## src/hw/rtl/imt_div.sv

```systemverilog
// Restoring divider, one quotient bit per cycle, shared for all class means.
// Depends on nothing but its parameters.
`timescale 1ns / 1ps

module imt_div #(
    parameter int DVD_W = 33,
    parameter int DVS_W = 17,
    parameter int Q_W   = 16
) (
    input  logic             aclk,
    input  logic             aresetn,
    input  logic             start,
    input  logic [DVD_W-1:0] dividend,
    input  logic [DVS_W-1:0] divisor,
    output logic             done,
    output logic [Q_W-1:0]   quotient
);

    localparam int CNT_W = $clog2(DVD_W + 1);

    logic [DVS_W-1:0] rem_reg, rem_next;
    logic [DVD_W-1:0] dvd_reg, dvd_next;
    logic [DVS_W-1:0] dvs_reg;
    logic [CNT_W-1:0] cnt_reg, cnt_next;
    logic             busy_reg, busy_next;
    logic             done_reg, done_next;
    logic [DVS_W:0]   trial;
    logic             take;

    // One shift-and-subtract step.
    always_comb begin
        trial    = {rem_reg, dvd_reg[DVD_W-1]};
        take     = trial >= {1'b0, dvs_reg};
        rem_next = take ? DVS_W'(trial - {1'b0, dvs_reg}) : trial[DVS_W-1:0];
        dvd_next = {dvd_reg[DVD_W-2:0], take};
        cnt_next = CNT_W'(cnt_reg + 1'b1);
        busy_next = busy_reg;
        done_next = 1'b0;
        if (start) begin
            busy_next = 1'b1;
        end else if (busy_reg && cnt_reg == CNT_W'(DVD_W - 1)) begin
            busy_next = 1'b0;
            done_next = 1'b1;
        end
    end

    // Control state.
    always_ff @(posedge aclk) begin
        if (!aresetn) begin
            busy_reg <= 1'b0;
            done_reg <= 1'b0;
        end else begin
            busy_reg <= busy_next;
            done_reg <= done_next;
        end
    end

    // Datapath registers.
    always_ff @(posedge aclk) begin
        if (start) begin
            rem_reg <= '0;
            dvd_reg <= dividend;
            dvs_reg <= divisor;
            cnt_reg <= '0;
        end else if (busy_reg) begin
            rem_reg <= rem_next;
            dvd_reg <= dvd_next;
            cnt_reg <= cnt_next;
        end
    end

    assign done     = done_reg;
    assign quotient = dvd_reg[Q_W-1:0];

endmodule

```

## config.mk

```make
export PLATFORM = sky130hd
export DESIGN_NAME = imt_div
export DESIGN_NICKNAME = d
export VERILOG_FILES = /design/src/hw/rtl/imt_div.sv
export SDC_FILE = /design/constraint.sdc
export NUM_CORES = 1
export LEC_CHECK = 0
export BUFFER_PORTS_ARGS = -buffer_cell sky130_fd_sc_hd__buf_2
export CAP_MARGIN = 30
export CORE_AREA = 4 4 91 93
export DETAILED_ROUTE_END_ITERATION = 7
export DIE_AREA = 0 0 95 97
export PLACE_DENSITY = 0.9
export SLEW_MARGIN = 10
export SYNTH_ARGS = -nofsm -noshare
export SYNTH_HDL_FRONTEND = slang
export SYNTH_SLANG_ARGS = --single-unit
```

## constraint.sdc

```tcl
create_clock -name aclk -period 4 [get_ports aclk]
set_clock_uncertainty 0.2 [all_clocks]
set_input_delay 0 -clock aclk [delete_from_list [all_inputs] [get_ports aclk]]
set_output_delay 0 -clock aclk [all_outputs]
set_load 0.01 [all_outputs]
```

==> metrics.csv, run 1 <==
stage;metric;value;unit
place;dp_hpwl;6092;um
synth;synth.area.top_cells;edfxtp_1, dfxtp_1, mux2_2, ha_1, buf_4;
power;ir_drop;276.5;uV
die;die_area;9215;um2
sta;worst_slack;0.8979;ns
routing;drtPass1Iterations;6;
routing;num_vias;3387;
die;io_pins;70;
clock_tree;cts_tree;done;
finish;fin_area;5189;um2
worst_setup_path;max_stage_delay;0.39;ns
sta;tns;0;ns
sta;max-slew-margin-rel;46.28;%
routing;dr.first_iter.drc_count;339;
die;rows;32;
worst_setup_path;crit_fanout;25;
routing;ant_nets;0;
worst_setup_path;required;4.05;ns
clock_tree;clock_latency;0.36;ns
worst_setup_path;cpMostUsedCell;inv_1;
worst_setup_path;cp_slowest_cell;fa_1;
finish;fin_cells;590;
routing;wl_per_cell;17.02;um
synth;ys_types;54;
synth;yosysMostFrequentCell;edfxtp_1;
global_routing;grt_pass1_vias;3439;
worst_setup_path;path_class;register to register;
die;design.core.area;7527;um2
routing;viasPerCell;5.741;
die;die_x;95;um
synth;yosysWarnings;0;
worst_setup_path;worst_setup_path_end_kind;register;
clock_tree;clk_path_buf_depth;2;
die;die_h;97;um
synth;ys_ff_latch;75;
synth;synth_cells;379;
worst_setup_path;crit_family;compound AO/OA/AOI/OAI gates;
sta;slew_violations;0;
sta;setup_viol;0;
global_routing;grt-ovfl-total;0;
clock_tree;cts_resized;0;
place;dp_slack;0.9150;ns
synth;syn_area;4183;um2
sta;worst_slew_pin_slew;0.8058;ns
routing;drcViolationCount;0;
global_routing;grt_max_degree;67;
synth;synthFlopType;edfxtp_1;
worst_setup_path;cp_data_arrival_time;3.15;ns
finish;area.growth.synth_to_final;24.05;%
place;port_buffers;69;
synth;synth_common_cells;edfxtp_1, mux2_2, nand2_1;
synth;synth_top_cell_by_area;edfxtp_1;
synth;synth_edf_count;50;
global_routing;antenna_found_initial;0;
power;powerDensity;353.4;nW/um2
clock_tree;cts_max_level;3;
finish;layout.nets;556;
synth;yosysTopAreaCellShare;35.90;%
sta;period_minus_slack;3.102;ns
finish;drive_gt1_share;27.25;%
routing;drt-total-wl;10040;um
worst_setup_path;path_buf_inv;2;
clock_tree;cts_made_buffers;9;
synth;yosysSeqAreaShare;47.86;%
worst_setup_path;cp-start-kind;register;
clock_tree;cts.clk_slew.worst_paths;0.09;ns
finish;antenna_cells;0;
sta;hold_viol_final;0;
power;total_power;1.834;mW
sta;rsz0062_at_grt;no;
clock_tree;clock_sinks;75;
power;leakage;2.119;nW
finish;largest_register_ffs;33;
finish;fillers;539;
finish;post-route-util;68.93;%
synth;syn_nets;452;
run_status;status;completed;
place;gp_congestion;0.9319;
synth;avgSynthCellArea;11.04;um2
sta;min_period_over_period;77.55;%
die;start_util;55.57;%
flow_run;drv_cap;0;
worst_setup_path;crit_path_cell_trace;inv_1 > ha_1 > inv_1 > fa_1 > a21o_1 > a221oi_2 > o2111a_1 > o21ai_4 > nor4b_1 > a2111oi_2;
place;dp.cells;522;
place;dpl_cell_area;4496;um2
synth;async_flop_share;0;%
global_routing;grt_pass1_wl;16500;um
global_routing;track_usage;22.72;%
sta;max_freq;0.3224;GHz
sta;fin_worst_hold_slack;0.1619;ns
clock_tree;cts_root_buf;clkbuf_8;
worst_hold_path;hold_class;primary input to register;
==> worst reg2reg max path: stages, from the launching register on <==
cell and delay, ns:
edfxtp_1 0.36, inv_1 0.09, ha_1 0.16, inv_1 0.05
fa_1 0.39, a21o_1 0.23, a221oi_2 0.37, o2111a_1 0.33
o21ai_4 0.24, nor4b_1 0.26, a2111oi_2 0.33
==> cell type report <==
| cell class | instances | area [um2] | area share, % |
|---|---|---|---|
| Tap cell | 102 | 127.6 | 2.460 |
| Timing Repair Buffer | 126 | 903.4 | 17.41 |
| Clock buffer | 9 | 123.9 | 2.387 |
| Inverter | 25 | 93.84 | 1.809 |
| Multi-Input combinational cell | 246 | 1889 | 36.41 |
| Clock inverter | 7 | 48.80 | 0.9404 |
| Sequential cell | 75 | 2002 | 38.58 |
==> layer usage <==
layer / up-vias / global-route usage [%] / wire length [um]
met5: - / 0 / 0
met4: 0 / 8.213 / 281
met3: 36 / 5.599 / 859
met2: 182 / 38.12 / 4903
met1: 1580 / 28.00 / 3998
li1: 1589 / - / -
==> layout by cell type (no fill, tap or decap), types with 5 or more instances in the layout <==
cell / n
edfxtp_1: 50
xor2_1: 7
buf_4: 5
nand2b_1: 5
nand3_1: 5
nand2_1: 29
o21ai_0: 12
ha_1: 19
a211oi_1: 8
nor2_1: 28
inv_1: 25
dlygate4sd3_1: 52
dfxtp_1: 25
a21oi_1: 15
buf_2: 69
mux2_2: 34
xnor2_1: 5
mux2i_1: 11
a21o_1: 6
nand4_1: 6
clkbuf_8: 9
==> logic make-up (layout without fill, tap and decap cells) <==
logic type	count (synthesis)	in the layout	synth area share, %
xor+xnor	12	12	2.513
mux	46	46	12.14
compound gates	71	71	12.59
fa+ha+maj	20	20	6.162
flops	75	75	47.86
simple gates	97	97	11.76
buf+inv	58	167	6.970
==> timing repair <==
item	CTS	global route
endpoints found under the hold margin	61	0
buffers inserted	0	0
hold buffers	52	0
==> worst paths after layout <==
path | slack, ns | start | cells after the start | endpoint
max reg2reg | 0.90 | dvd_reg[32] | 10 | rem_reg[8]
min | 0.16 | divisor[1] | 2 | dvs_reg[1]
max | 0.90 | dvd_reg[32] | 10 | rem_reg[8]
min reg2reg | 0.28 | cnt_reg[5] | 2 | done
==> power by group <==
| part | total (mW) | switching, mW | leakage [nW] | internal (mW) |
|---|---|---|---|---|
| sequential | 0.929 | 0.0317 | 0.702 | 0.898 |
| clock | 0.539 | 0.310 | 0.0918 | 0.229 |
| combinational | 0.366 | 0.190 | 1.32 | 0.175 |
| total | 1.83 | 0.532 | 2.12 | 1.30 |
Note: power is estimated with default switching activity, not from simulation.
==> inputs of run 2 (changes only) <==
clock period = 3.09 ns   (was 4 ns; I/O delays follow)
==> run 2 against run 1 <==
Effect of this change: combinational power increased by 37%; power is 37% higher; wire length is 11% higher; cell area increased by 2.9%; critical path type unchanged; highest routed layer unchanged.
==> metrics.csv, run 2 (same netlist as run 1, synthesis figures left out) <==
stage;metric;value;unit;change
run_status;status;completed;;
die;io_pins;70;;unchanged
place;dp_slack;0.1598;ns;-0.7552 ns
die;die_x;95;um;unchanged
die;die_area;9215;um2;unchanged
clock_tree;clock_sinks;75;;unchanged
sta;slew_violations;0;;unchanged
clock_tree;cts.clk_slew.worst_paths;0.09;ns;about the same
clock_tree;clk_path_buf_depth;2;;unchanged
clock_tree;cts_tree;done;;
die;rows;32;;unchanged
routing;num_vias;3531;;+4.3%
worst_setup_path;worst_setup_path_end_kind;register;;
clock_tree;cts_made_buffers;9;;unchanged
sta;period_minus_slack;2.958;ns;-0.1442 ns
worst_setup_path;path_class;register to register;;
sta;min_period_over_period;95.72;%;+18 points
die;die_h;97;um;unchanged
global_routing;antenna_found_initial;0;;unchanged
global_routing;grt-ovfl-total;0;;unchanged
global_routing;grt_pass1_wl;18100;um;+9.7%
worst_hold_path;hold_class;primary input to register;;
routing;drcViolationCount;0;;unchanged
power;powerDensity;469.6;nW/um2;+33%
routing;dr.first_iter.drc_count;483;;+42%
finish;largest_register_ffs;33;;unchanged
worst_setup_path;required;3.14;ns;-0.91 ns
global_routing;grt_pass1_vias;3685;;+7.2%
worst_setup_path;crit_start;dvd_reg[32];;
sta;rsz0062_at_grt;no;;
routing;viasPerCell;5.827;;+1.5%
die;start_util;55.57;%;unchanged
routing;drtPass1Iterations;7;;+1
sta;max_freq;0.3381;GHz;+4.9%
finish;fillers;515;;-4.5%
sta;worst_slack;0.1321;ns;-0.7658 ns
clock_tree;cts_max_level;3;;unchanged
sta;max-slew-margin-rel;62.28;%;+16 points
worst_setup_path;cp-start-kind;register;;
power;ir_drop;450.9;uV;+63%
sta;hold_viol_final;0;;unchanged
place;gp_congestion;0.9097;;-2.4%
power;leakage;2.204;nW;+4.0%
worst_hold_path;hold_depth;2;;unchanged
sta;worst_slew_pin_slew;0.5636;ns;-0.2422 ns
sta;setup_viol;0;;unchanged
place;dp_hpwl;6516;um;+7.0%
die;design.core.area;7527;um2;unchanged
finish;layout.nets;572;;+2.9%
place;port_buffers;69;;unchanged
flow_run;drv_cap;0;;unchanged
finish;area.growth.synth_to_final;27.64;%;
worst_setup_path;r2r_cells;10;;unchanged
clock_tree;cts_root_buf;clkbuf_8;;
finish;layout_common_cells;buf_2, dlygate4sd3_1, edfxtp_1, mux2_2, nand2_1;;
routing;ant_nets;0;;unchanged
worst_setup_path;cp_data_arrival_time;3.01;ns;-0.14 ns
finish;drive_gt1_share;29.76;%;+2.5 points
global_routing;grt_max_degree;38;;-43%
finish;antenna_cells;0;;unchanged
worst_setup_path;r2r_start;dvd_reg[32];;
routing;wl_per_cell;18.37;um;+8.0%
global_routing;track_usage;25.18;%;+2.5 points
clock_tree;clock_latency;0.36;ns;about the same
worst_hold_path;hp-start;divisor[9];;
sta;tns;0;ns;unchanged
routing;drt-total-wl;11140;um;+11%
worst_setup_path;crit_fanout;16;;-36%
finish;final_common_cell;buf_2;;
run 2: final timing paths:
kind | endpoint | slack [ns]
worst max-delay path | rem_reg[8] | 0.13
worst min-delay path | dvs_reg[9] | 0.14
worst max register to register | rem_reg[8] | 0.13
worst min register to register | rem_reg[15] | 0.28
run 2: area by class of cell:
| type | instances | area [um2] | area share [%] |
|---|---|---|---|
| inverter | 25 | 93.84 | 1.758 |
| multi-input combinational | 246 | 1891 | 35.41 |
| sequential | 75 | 2002 | 37.50 |
| clock inverter | 6 | 73.82 | 1.383 |
| tap | 102 | 127.6 | 2.390 |
| timing repair buffer | 142 | 1023 | 19.17 |
| clock buffer | 10 | 127.6 | 2.390 |
run 2: worst max-delay path, stage by stage (launching register included):
cell	delay [ns]
edfxtp_1	0.36
inv_1	0.08
ha_1	0.17
inv_1	0.06
fa_1	0.39
a21o_1	0.23
a221oi_2	0.29
o2111a_2	0.29
o21ai_4	0.17
nor4b_1	0.23
a2111oi_2	0.37
run 2: metal layers:
metal | vias up | track usage (%) | wire, um
met4 | 0 | 10.88 | 472
met5 | - | 0 | 0
li1 | 1617 | - | -
met1 | 1674 | 30.88 | 4301
met2 | 184 | 41.43 | 5481
met3 | 56 | 6.376 | 880
run 2: report_power, final:
| part | internal (mW) | switching, mW | total (mW) |
|---|---|---|---|
| clock | 0.384 | 0.416 | 0.800 |
| combinational | 0.240 | 0.260 | 0.501 |
| sequential | 1.16 | 0.0445 | 1.21 |
run 2: what timing repair did:
action | 4_1_cts | 5_1_grt
hold buffers | 52 | 0
endpoints found under the setup margin | 0 | 3
setup buffers | 0 | 8
endpoints found under the hold margin | 62 | 0
gates resized for setup | 0 | 1
run 2: metrics by stage:
| stage | power [mW] | cell area (um2) | cells | hold slack (ns) | util, % |
|---|---|---|---|---|---|
| 3_5_place_dp | 1.646 | 4556 | 530 | -0.02189 | 60.52 |
| 4_1_cts | 2.473 | 5278 | 598 | 0.1325 | 70.11 |
| 2_1_floorplan | 1.525 | 4183 | 379 | -0.1011 | - |
| 5_1_grt | 2.601 | 5339 | 606 | 0.1644 | 70.93 |
| 3_3_place_gp | 1.620 | 4556 | 530 | -0.02188 | 60.52 |
| 6_report | 2.507 | 5339 | 606 | 0.1408 | 70.93 |
